### src/hdl/brg_pkg.sv
// ----------------------------------------------------------------------------
// Beat rate gate package
// Payload types, register indexes, action and mode codes and the fixed
// constants shared by the beat rate gate and its checker.
// ----------------------------------------------------------------------------
package brg_pkg;

   localparam int unsigned CSR_INDEX_W = 2;
   localparam int unsigned CSR_DATA_W  = 16;
   localparam int unsigned COUNT_W     = 32;
   localparam int unsigned TIME_W      = 32;
   localparam int unsigned PERIOD_W    = 16;
   localparam int unsigned SKIP_CNT_W  = 17;

   localparam logic [CSR_INDEX_W-1:0] CSR_GATE_MODE    = 2'd0;
   localparam logic [CSR_INDEX_W-1:0] CSR_BPM          = 2'd1;
   localparam logic [CSR_INDEX_W-1:0] CSR_SKIP_AMOUNT  = 2'd2;
   localparam logic [CSR_INDEX_W-1:0] CSR_INITIAL_SKIP = 2'd3;

   localparam logic [1:0] GATE_RATE = 2'd0;
   localparam logic [1:0] GATE_NTH  = 2'd1;
   localparam logic [1:0] GATE_FLIP = 2'd2;

   localparam logic [1:0] ACT_NONE = 2'd0;
   localparam logic [1:0] ACT_SET  = 2'd1;
   localparam logic [1:0] ACT_CLR  = 2'd2;

   localparam logic [PERIOD_W-1:0] MS_PER_MIN   = 16'd60000;
   localparam logic [PERIOD_W-1:0] PERIOD_RESET = 16'd500;
   localparam logic [CSR_DATA_W-1:0] SKIP_AMOUNT_RESET = 16'd1;
   localparam logic [COUNT_W-1:0] COUNT_MAX     = 32'hFFFF_FFFF;

   typedef struct packed {
      logic [TIME_W-1:0] now_ms;
      logic              beat_in;
      logic              bypass;
   } req_payload_type;

   typedef struct packed {
      logic [1:0]         beat_action;
      logic [COUNT_W-1:0] beats_seen;
      logic [COUNT_W-1:0] beats_emitted;
   } rsp_payload_type;

   typedef struct packed {
      logic                busy;
      logic [PERIOD_W-1:0] period;
   } div_status_type;

endpackage

### src/hdl/brg_stream_if.sv
// ----------------------------------------------------------------------------
// Beat rate gate stream channel
// A valid/ready channel carrying one payload item per transfer.
// ----------------------------------------------------------------------------
interface brg_stream_if #(parameter type payload_type = logic) ();
   logic        valid;
   logic        ready;
   payload_type payload;

   modport source (output valid, output payload, input ready);
   modport sink   (input valid, input payload, output ready);
endinterface

### src/hdl/brg_period_div.sv
// ----------------------------------------------------------------------------
// Beat rate gate period divider
// Works out 60000 / beats_per_minute one quotient bit a cycle and holds the
// resulting period in milliseconds.
// ----------------------------------------------------------------------------
module brg_period_div import brg_pkg::*; (
   input  logic                  clock,
   input  logic                  reset,
   input  logic                  start,
   input  logic [CSR_DATA_W-1:0] divisor,
   output div_status_type        status
);

   logic                  busy_ff, busy_in;
   logic [3:0]            bit_ff, bit_in;
   logic [PERIOD_W-1:0]   rem_ff, rem_in;
   logic [PERIOD_W-1:0]   quo_ff, quo_in;
   logic [CSR_DATA_W-1:0] divisor_ff, divisor_in;
   logic [PERIOD_W-1:0]   period_ff, period_in;
   logic [PERIOD_W:0]     shifted;
   logic [PERIOD_W:0]     diff;
   logic                  fits;

   always_comb begin
      shifted    = {rem_ff, MS_PER_MIN[bit_ff]};
      diff       = shifted - {1'b0, divisor_ff};
      fits       = shifted >= {1'b0, divisor_ff};
      busy_in    = busy_ff;
      bit_in     = bit_ff;
      rem_in     = rem_ff;
      quo_in     = quo_ff;
      divisor_in = divisor_ff;
      period_in  = period_ff;
      if (start) begin
         // A rate of zero is treated as one beat a minute.
         if (divisor == '0) begin
            period_in = MS_PER_MIN;
            busy_in   = 1'b0;
         end else begin
            busy_in    = 1'b1;
            bit_in     = 4'd15;
            rem_in     = '0;
            quo_in     = '0;
            divisor_in = divisor;
         end
      end else if (busy_ff) begin
         rem_in = fits ? diff[PERIOD_W-1:0] : shifted[PERIOD_W-1:0];
         quo_in = {quo_ff[PERIOD_W-2:0], fits};
         bit_in = bit_ff - 4'd1;
         if (bit_ff == 4'd0) begin
            busy_in   = 1'b0;
            period_in = {quo_ff[PERIOD_W-2:0], fits};
         end
      end
   end

   always_ff @(posedge clock) begin
      if (reset) begin
         busy_ff   <= 1'b0;
         period_ff <= PERIOD_RESET;
      end else begin
         busy_ff   <= busy_in;
         period_ff <= period_in;
      end
      bit_ff     <= bit_in;
      rem_ff     <= rem_in;
      quo_ff     <= quo_in;
      divisor_ff <= divisor_in;
   end

   assign status.busy   = busy_ff;
   assign status.period = period_ff;

endmodule

### src/hdl/beat_rate_gate.sv
// ----------------------------------------------------------------------------
// Beat rate gate
// Per-frame beat gate: clears the first beats, generates beats at a fixed
// rate, passes every (skip+1)th beat or inverts beats, and counts beats.
// ----------------------------------------------------------------------------
// An input transfer is captured in an input register and its result in a
// result register, with the gating logic between them. One item per cycle
// is taken while the result is not stalled and no period division runs.
// A write to beats_per_minute holds off input in its own cycle and while the
// period division that follows is running. Synchronous reset clears the counts
// and restores the default settings, with a period of 500 ms.
module beat_rate_gate import brg_pkg::*; (
   input  logic                   clock,
   input  logic                   reset,
   brg_stream_if.sink             req_chan,
   brg_stream_if.source           rsp_chan,
   input  logic                   csr_write_enable,
   input  logic [CSR_INDEX_W-1:0] csr_index,
   input  logic [CSR_DATA_W-1:0]  csr_write_data
);

   logic [1:0]            mode_ff;
   logic [CSR_DATA_W-1:0] skip_amount_ff;
   logic [CSR_DATA_W-1:0] initial_skip_ff;

   logic [COUNT_W-1:0]    in_count_ff, in_count_in;
   logic [COUNT_W-1:0]    out_count_ff, out_count_in;
   logic [SKIP_CNT_W-1:0] drop_cnt_ff, drop_cnt_in;
   logic [TIME_W-1:0]     last_time_ff, last_time_in;

   logic                  s1_valid_ff;
   req_payload_type       s1_data_ff;
   logic                  rsp_valid_ff;
   rsp_payload_type       rsp_data_ff, rsp_data_in;

   div_status_type        div_status;
   logic                  bpm_write;
   logic                  advance;

   logic [1:0]            action;
   logic [COUNT_W-1:0]    in_count_bumped;
   logic [TIME_W:0]       due_time;
   logic                  fire;
   logic [PERIOD_W:0]     two_period;
   logic [TIME_W-1:0]     resync_edge;
   logic                  resync;
   logic [SKIP_CNT_W-1:0] drop_cnt_bumped;
   logic                  emit;

   assign bpm_write = csr_write_enable && (csr_index == CSR_BPM);

   brg_period_div u_period_div (
      .clock   (clock),
      .reset   (reset),
      .start   (bpm_write),
      .divisor (csr_write_data),
      .status  (div_status)
   );

   assign advance        = s1_valid_ff && (!rsp_valid_ff || rsp_chan.ready);
   assign req_chan.ready = !div_status.busy && !bpm_write && (!s1_valid_ff || advance);

   always_comb begin
      in_count_bumped   = (in_count_ff != COUNT_MAX) ? in_count_ff + 32'd1 : in_count_ff;
      due_time          = {1'b0, last_time_ff} + {17'd0, div_status.period};
      fire              = {1'b0, s1_data_ff.now_ms} > due_time;
      two_period        = {div_status.period, 1'b0};
      resync_edge       = s1_data_ff.now_ms - {15'd0, two_period};
      resync            = (s1_data_ff.now_ms < {15'd0, two_period}) ||
                          (last_time_ff < resync_edge);
      drop_cnt_bumped   = drop_cnt_ff + 17'd1;

      action        = ACT_NONE;
      emit          = 1'b0;
      in_count_in   = in_count_ff;
      drop_cnt_in   = drop_cnt_ff;
      last_time_in  = last_time_ff;

      if (!s1_data_ff.bypass) begin
         if (s1_data_ff.beat_in) begin
            in_count_in = in_count_bumped;
         end
         // Beats inside the opening window are only cleared.
         if ((initial_skip_ff != '0) && (in_count_in <= {16'd0, initial_skip_ff})) begin
            action = s1_data_ff.beat_in ? ACT_CLR : ACT_NONE;
         end else begin
            unique case (mode_ff)
               GATE_RATE: begin
                  action = ACT_CLR;
                  if (fire) begin
                     action       = ACT_SET;
                     emit         = 1'b1;
                     last_time_in = resync ? s1_data_ff.now_ms : due_time[TIME_W-1:0];
                  end
               end
               GATE_NTH: begin
                  action = ACT_CLR;
                  if (s1_data_ff.beat_in) begin
                     if (drop_cnt_bumped > {1'b0, skip_amount_ff}) begin
                        drop_cnt_in = '0;
                        action      = ACT_SET;
                        emit        = 1'b1;
                     end else begin
                        drop_cnt_in = drop_cnt_bumped;
                     end
                  end
               end
               GATE_FLIP: begin
                  action = s1_data_ff.beat_in ? ACT_CLR : ACT_SET;
                  emit   = !s1_data_ff.beat_in;
               end
               default: begin
                  action = ACT_NONE;
               end
            endcase
         end
      end

      out_count_in = (emit && (out_count_ff != COUNT_MAX)) ? out_count_ff + 32'd1
                                                           : out_count_ff;

      rsp_data_in.beat_action   = action;
      rsp_data_in.beats_seen    = in_count_in;
      rsp_data_in.beats_emitted = out_count_in;
   end

   always_ff @(posedge clock) begin
      if (reset) begin
         mode_ff         <= GATE_RATE;
         skip_amount_ff  <= SKIP_AMOUNT_RESET;
         initial_skip_ff <= '0;
         in_count_ff     <= '0;
         out_count_ff    <= '0;
         drop_cnt_ff     <= '0;
         last_time_ff    <= '0;
         s1_valid_ff     <= 1'b0;
         rsp_valid_ff    <= 1'b0;
      end else begin
         if (csr_write_enable) begin
            unique case (csr_index)
               CSR_GATE_MODE:    mode_ff         <= csr_write_data[1:0];
               CSR_SKIP_AMOUNT:  skip_amount_ff  <= csr_write_data;
               CSR_INITIAL_SKIP: initial_skip_ff <= csr_write_data;
               default: begin
               end
            endcase
         end
         if (advance) begin
            in_count_ff   <= in_count_in;
            out_count_ff  <= out_count_in;
            drop_cnt_ff   <= drop_cnt_in;
            last_time_ff  <= last_time_in;
         end
         if (req_chan.valid && req_chan.ready) begin
            s1_valid_ff <= 1'b1;
         end else if (advance) begin
            s1_valid_ff <= 1'b0;
         end
         if (advance) begin
            rsp_valid_ff <= 1'b1;
         end else if (rsp_chan.ready) begin
            rsp_valid_ff <= 1'b0;
         end
      end
      if (req_chan.valid && req_chan.ready) begin
         s1_data_ff <= req_chan.payload;
      end
      if (advance) begin
         rsp_data_ff <= rsp_data_in;
      end
   end

   assign rsp_chan.valid   = rsp_valid_ff;
   assign rsp_chan.payload = rsp_data_ff;

endmodule

### src/flat_wrapper.sv
// flat-port wrapper written by rule: the top's interface ports become plain ports
module beat_rate_gate_flat import brg_pkg::*;
  (clock, reset, csr_write_enable, csr_index, csr_write_data, req_chan_valid, req_chan_payload, req_chan_ready, rsp_chan_valid, rsp_chan_payload, rsp_chan_ready);
  brg_stream_if req_chan_i ();
  brg_stream_if rsp_chan_i ();
  input  logic clock;
  input  logic reset;
  input  logic csr_write_enable;
  input  logic [CSR_INDEX_W-1:0] csr_index;
  input  logic [CSR_DATA_W-1:0] csr_write_data;
  input wire logic [$bits(req_chan_i.valid)-1:0] req_chan_valid;
  input wire logic [$bits(req_chan_i.payload)-1:0] req_chan_payload;
  output wire logic [$bits(req_chan_i.ready)-1:0] req_chan_ready;
  output wire logic [$bits(rsp_chan_i.valid)-1:0] rsp_chan_valid;
  output wire logic [$bits(rsp_chan_i.payload)-1:0] rsp_chan_payload;
  input wire logic [$bits(rsp_chan_i.ready)-1:0] rsp_chan_ready;
  assign req_chan_i.valid = req_chan_valid;
  assign req_chan_i.payload = req_chan_payload;
  assign req_chan_ready = req_chan_i.ready;
  assign rsp_chan_valid = rsp_chan_i.valid;
  assign rsp_chan_payload = rsp_chan_i.payload;
  assign rsp_chan_i.ready = rsp_chan_ready;
  beat_rate_gate u_core (.clock(clock), .reset(reset), .req_chan(req_chan_i), .rsp_chan(rsp_chan_i), .csr_write_enable(csr_write_enable), .csr_index(csr_index), .csr_write_data(csr_write_data));
endmodule
### config.mk
export PLATFORM = sky130hd
export DESIGN_NAME = beat_rate_gate_flat
export DESIGN_NICKNAME = d
export VERILOG_FILES = /design/src/hdl/brg_pkg.sv /design/src/hdl/brg_stream_if.sv /design/src/hdl/brg_period_div.sv /design/src/hdl/beat_rate_gate.sv /design/src/flat_wrapper.sv
export SDC_FILE = /design/constraint.sdc
export NUM_CORES = 1
export LEC_CHECK = 0
export BUFFER_PORTS_ARGS = -buffer_cell sky130_fd_sc_hd__buf_2
export CORE_MARGIN = 2
export CORE_UTILIZATION = 55
export DETAILED_ROUTE_END_ITERATION = 12
export GPL_ROUTABILITY_DRIVEN = 0
export PLACE_DENSITY = 0.72
export SLEW_MARGIN = 40
export SYNTH_ARGS = -nofsm -noshare
export SYNTH_HDL_FRONTEND = slang
export SYNTH_HIERARCHICAL = 1
export SYNTH_SLANG_ARGS = --single-unit
### constraint.sdc
create_clock -name clock -period 5.7 [get_ports clock]
set_clock_uncertainty 0.15 [all_clocks]
set_input_delay 0.855 -clock clock [delete_from_list [all_inputs] [get_ports clock]]
set_output_delay 0.855 -clock clock [all_outputs]
set_load 0.01 [all_outputs]
==> run metrics <==
status=completed; routed via count=2619; clk slew on worst S/H paths=0.06 ns; Crit Path Class=flip-flop to flip-flop; setup violators final=0; first-pass GRT wire length=10620 um; post-route insts no fill=433; Routed WL=6309 um; Max Fclk=341.4 MHz; PostCTS Resize Cnt=0; Hold Fails Final Rpt=0; Root Buffer=clkbuf_8; vias in the first global route=2292; Final ANT Viol Nets=0; R2R Setup Slk=2.77 ns; Critical Path End Type=flip-flop; pin count of the biggest net entering global routing=56; Synth Cell Area=0.002934 sq mm; Synth Warn #=6; CTS Hold Bufs=0; Required @ worst endpoint=5.78 ns; Max VDD drop=0.0001578 V; Static Leak=1.049 nW; final HPWL from detailed placement=4167 um; clock sink total=59; Mapped Nets=377; Placed Cells=418; min-delay worst type=flip-flop to flip-flop; share of cells above drive strength 1=13.22%; Die Width=77.04 um; Initial DRT Pass Iterations=5; Area growth syn-to-layout=8.273%; IO Count=27; Die Height=77.04 um; final period utilization=51.39%; post-route minimum period=2.929 ns; RSZ-0062 raised after global routing=no; gr usage total=22.32%; via density per instance=6.048; initial antenna violation count=0; DP Area=0.003017 sq mm; most frequent cells in the layout=53 x dfxtp_1, 48 x a21oi_1, 46 x nand2_1; IO Port Bufs=26; grt met3 use=3.882%; reg-to-reg endpoint=u_core/out_count_ff[2]; critical path arrival=3.01 ns; CTS Buf Count=9; DR iter-0 viols=239; Post-layout nets=385; routed len/inst=14.57 um; CTS tree=done; Startpoint Class=flip-flop; most common cell after layout, fill and taps aside=dfxtp_1; Max-Cap Viols=0; Reg2Reg Depth=6; P per Cell Area=252.7 mW/mm^2; r2r startpoint=u_core/out_count_ff[4]; Die Area=0.005935 sq mm; CP max FO=28; GR peak layer=met2; Critical Path Sink=u_core/out_count_ff[2]; Syn Inst Count=351; max_slew headroom=44.52%; Critical Path Start=u_core/out_count_ff[4]; final worst slack=2.771 ns; clock insertion delay at the later pin of the skew report=0.33 ns; n_diodes=0; core footprint=0.005140 sq mm; Starting Density=57.08%; post-layout util=61.81%; hold_sp=u_core/initial_skip_ff[9]; Synth Area per Inst=8.359 sq um; GR Layer Usage met1=31.10%; Slew Viols, Final=0; # H-tree levels=3; worst-margin pin slew=0.8254 ns; setup bufs post-CTS=0; row count=26; M2 GR Usage=32.81%; Setup TNS=0 ns; Final Cell Area=0.003177 sq mm; dpl ws=2.775 ns; GRT overflow=0; CTS max path bufs=2; DRC=0
==> worst min path at each step <==
stage / endpoint / slack [ns] / cells past startpoint
2_1_floorplan: u_core/initial_skip_ff[9] / 0.29 / 2
5_1_grt: u_core/initial_skip_ff[7] / 0.34 / 2
6_report: u_core/initial_skip_ff[9] / 0.31 / 2
3_5_place_dp: u_core/initial_skip_ff[6] / 0.30 / 2
4_1_cts: u_core/initial_skip_ff[6] / 0.31 / 2
3_3_place_gp: u_core/initial_skip_ff[6] / 0.30 / 2
==> critical path, cell delays in order, from the launching register on <==
cell	delay [ns]
dfxtp_1	0.43
nand4_2	0.17
nor4_2	0.73
and4_1	0.61
buf_4	0.36
nor2_1	0.08
a311oi_1	0.30
==> layout make-up <==
cell class	count	area [sq um]
Multi-Input combinational cell	257	1529
Timing Repair Buffer	27	140.1
Tap cell	70	87.58
Clock buffer	12	145.1
Clock inverter	3	15.01
Fill cell	494	1963
Sequential cell	59	1241
Inverter	5	18.77
==> power breakdown <==
part | total [mW] | internal (mW) | switching, mW
Sequential | 0.434 | 0.428 | 0.00562
Combinational | 0.0481 | 0.0200 | 0.0281
Clock | 0.321 | 0.165 | 0.156
==> per-layer routing <==
| layer | up-vias | routed length, um |
|---|---|---|
| li1 | 1330 | - |
| met1 | 1208 | 3076 |
| met2 | 72 | 2821 |
| met3 | 9 | 281 |
| met4 | 0 | 129 |
| met5 | - | 0 |
==> registers in the layout, summed over array words and instances (netlist names) <==
register / cells
u_core/rsp_chan.payload: 1
u_core/out_count_ff: 32
u_core/mode_ff: 2
u_core/u_period_div/bit_ff: 4
u_core/u_period_div/busy_ff: 1
u_core/s1_data_ff: 1
u_core/rsp_chan.valid: 1
u_core/initial_skip_ff: 16
u_core/s1_valid_ff: 1
==> through the flow <==
stage / hold WS, ns / power (mW)
6_report: 0.3051 / 0.8028
5_1_grt: 0.3393 / 0.8322
4_1_cts: 0.3114 / 0.8094
3_5_place_dp: 0.3021 / 0.4912
3_3_place_gp: 0.2965 / 0.4901
2_1_floorplan: 0.2856 / 0.4738
(Power assumes the default switching activity.)
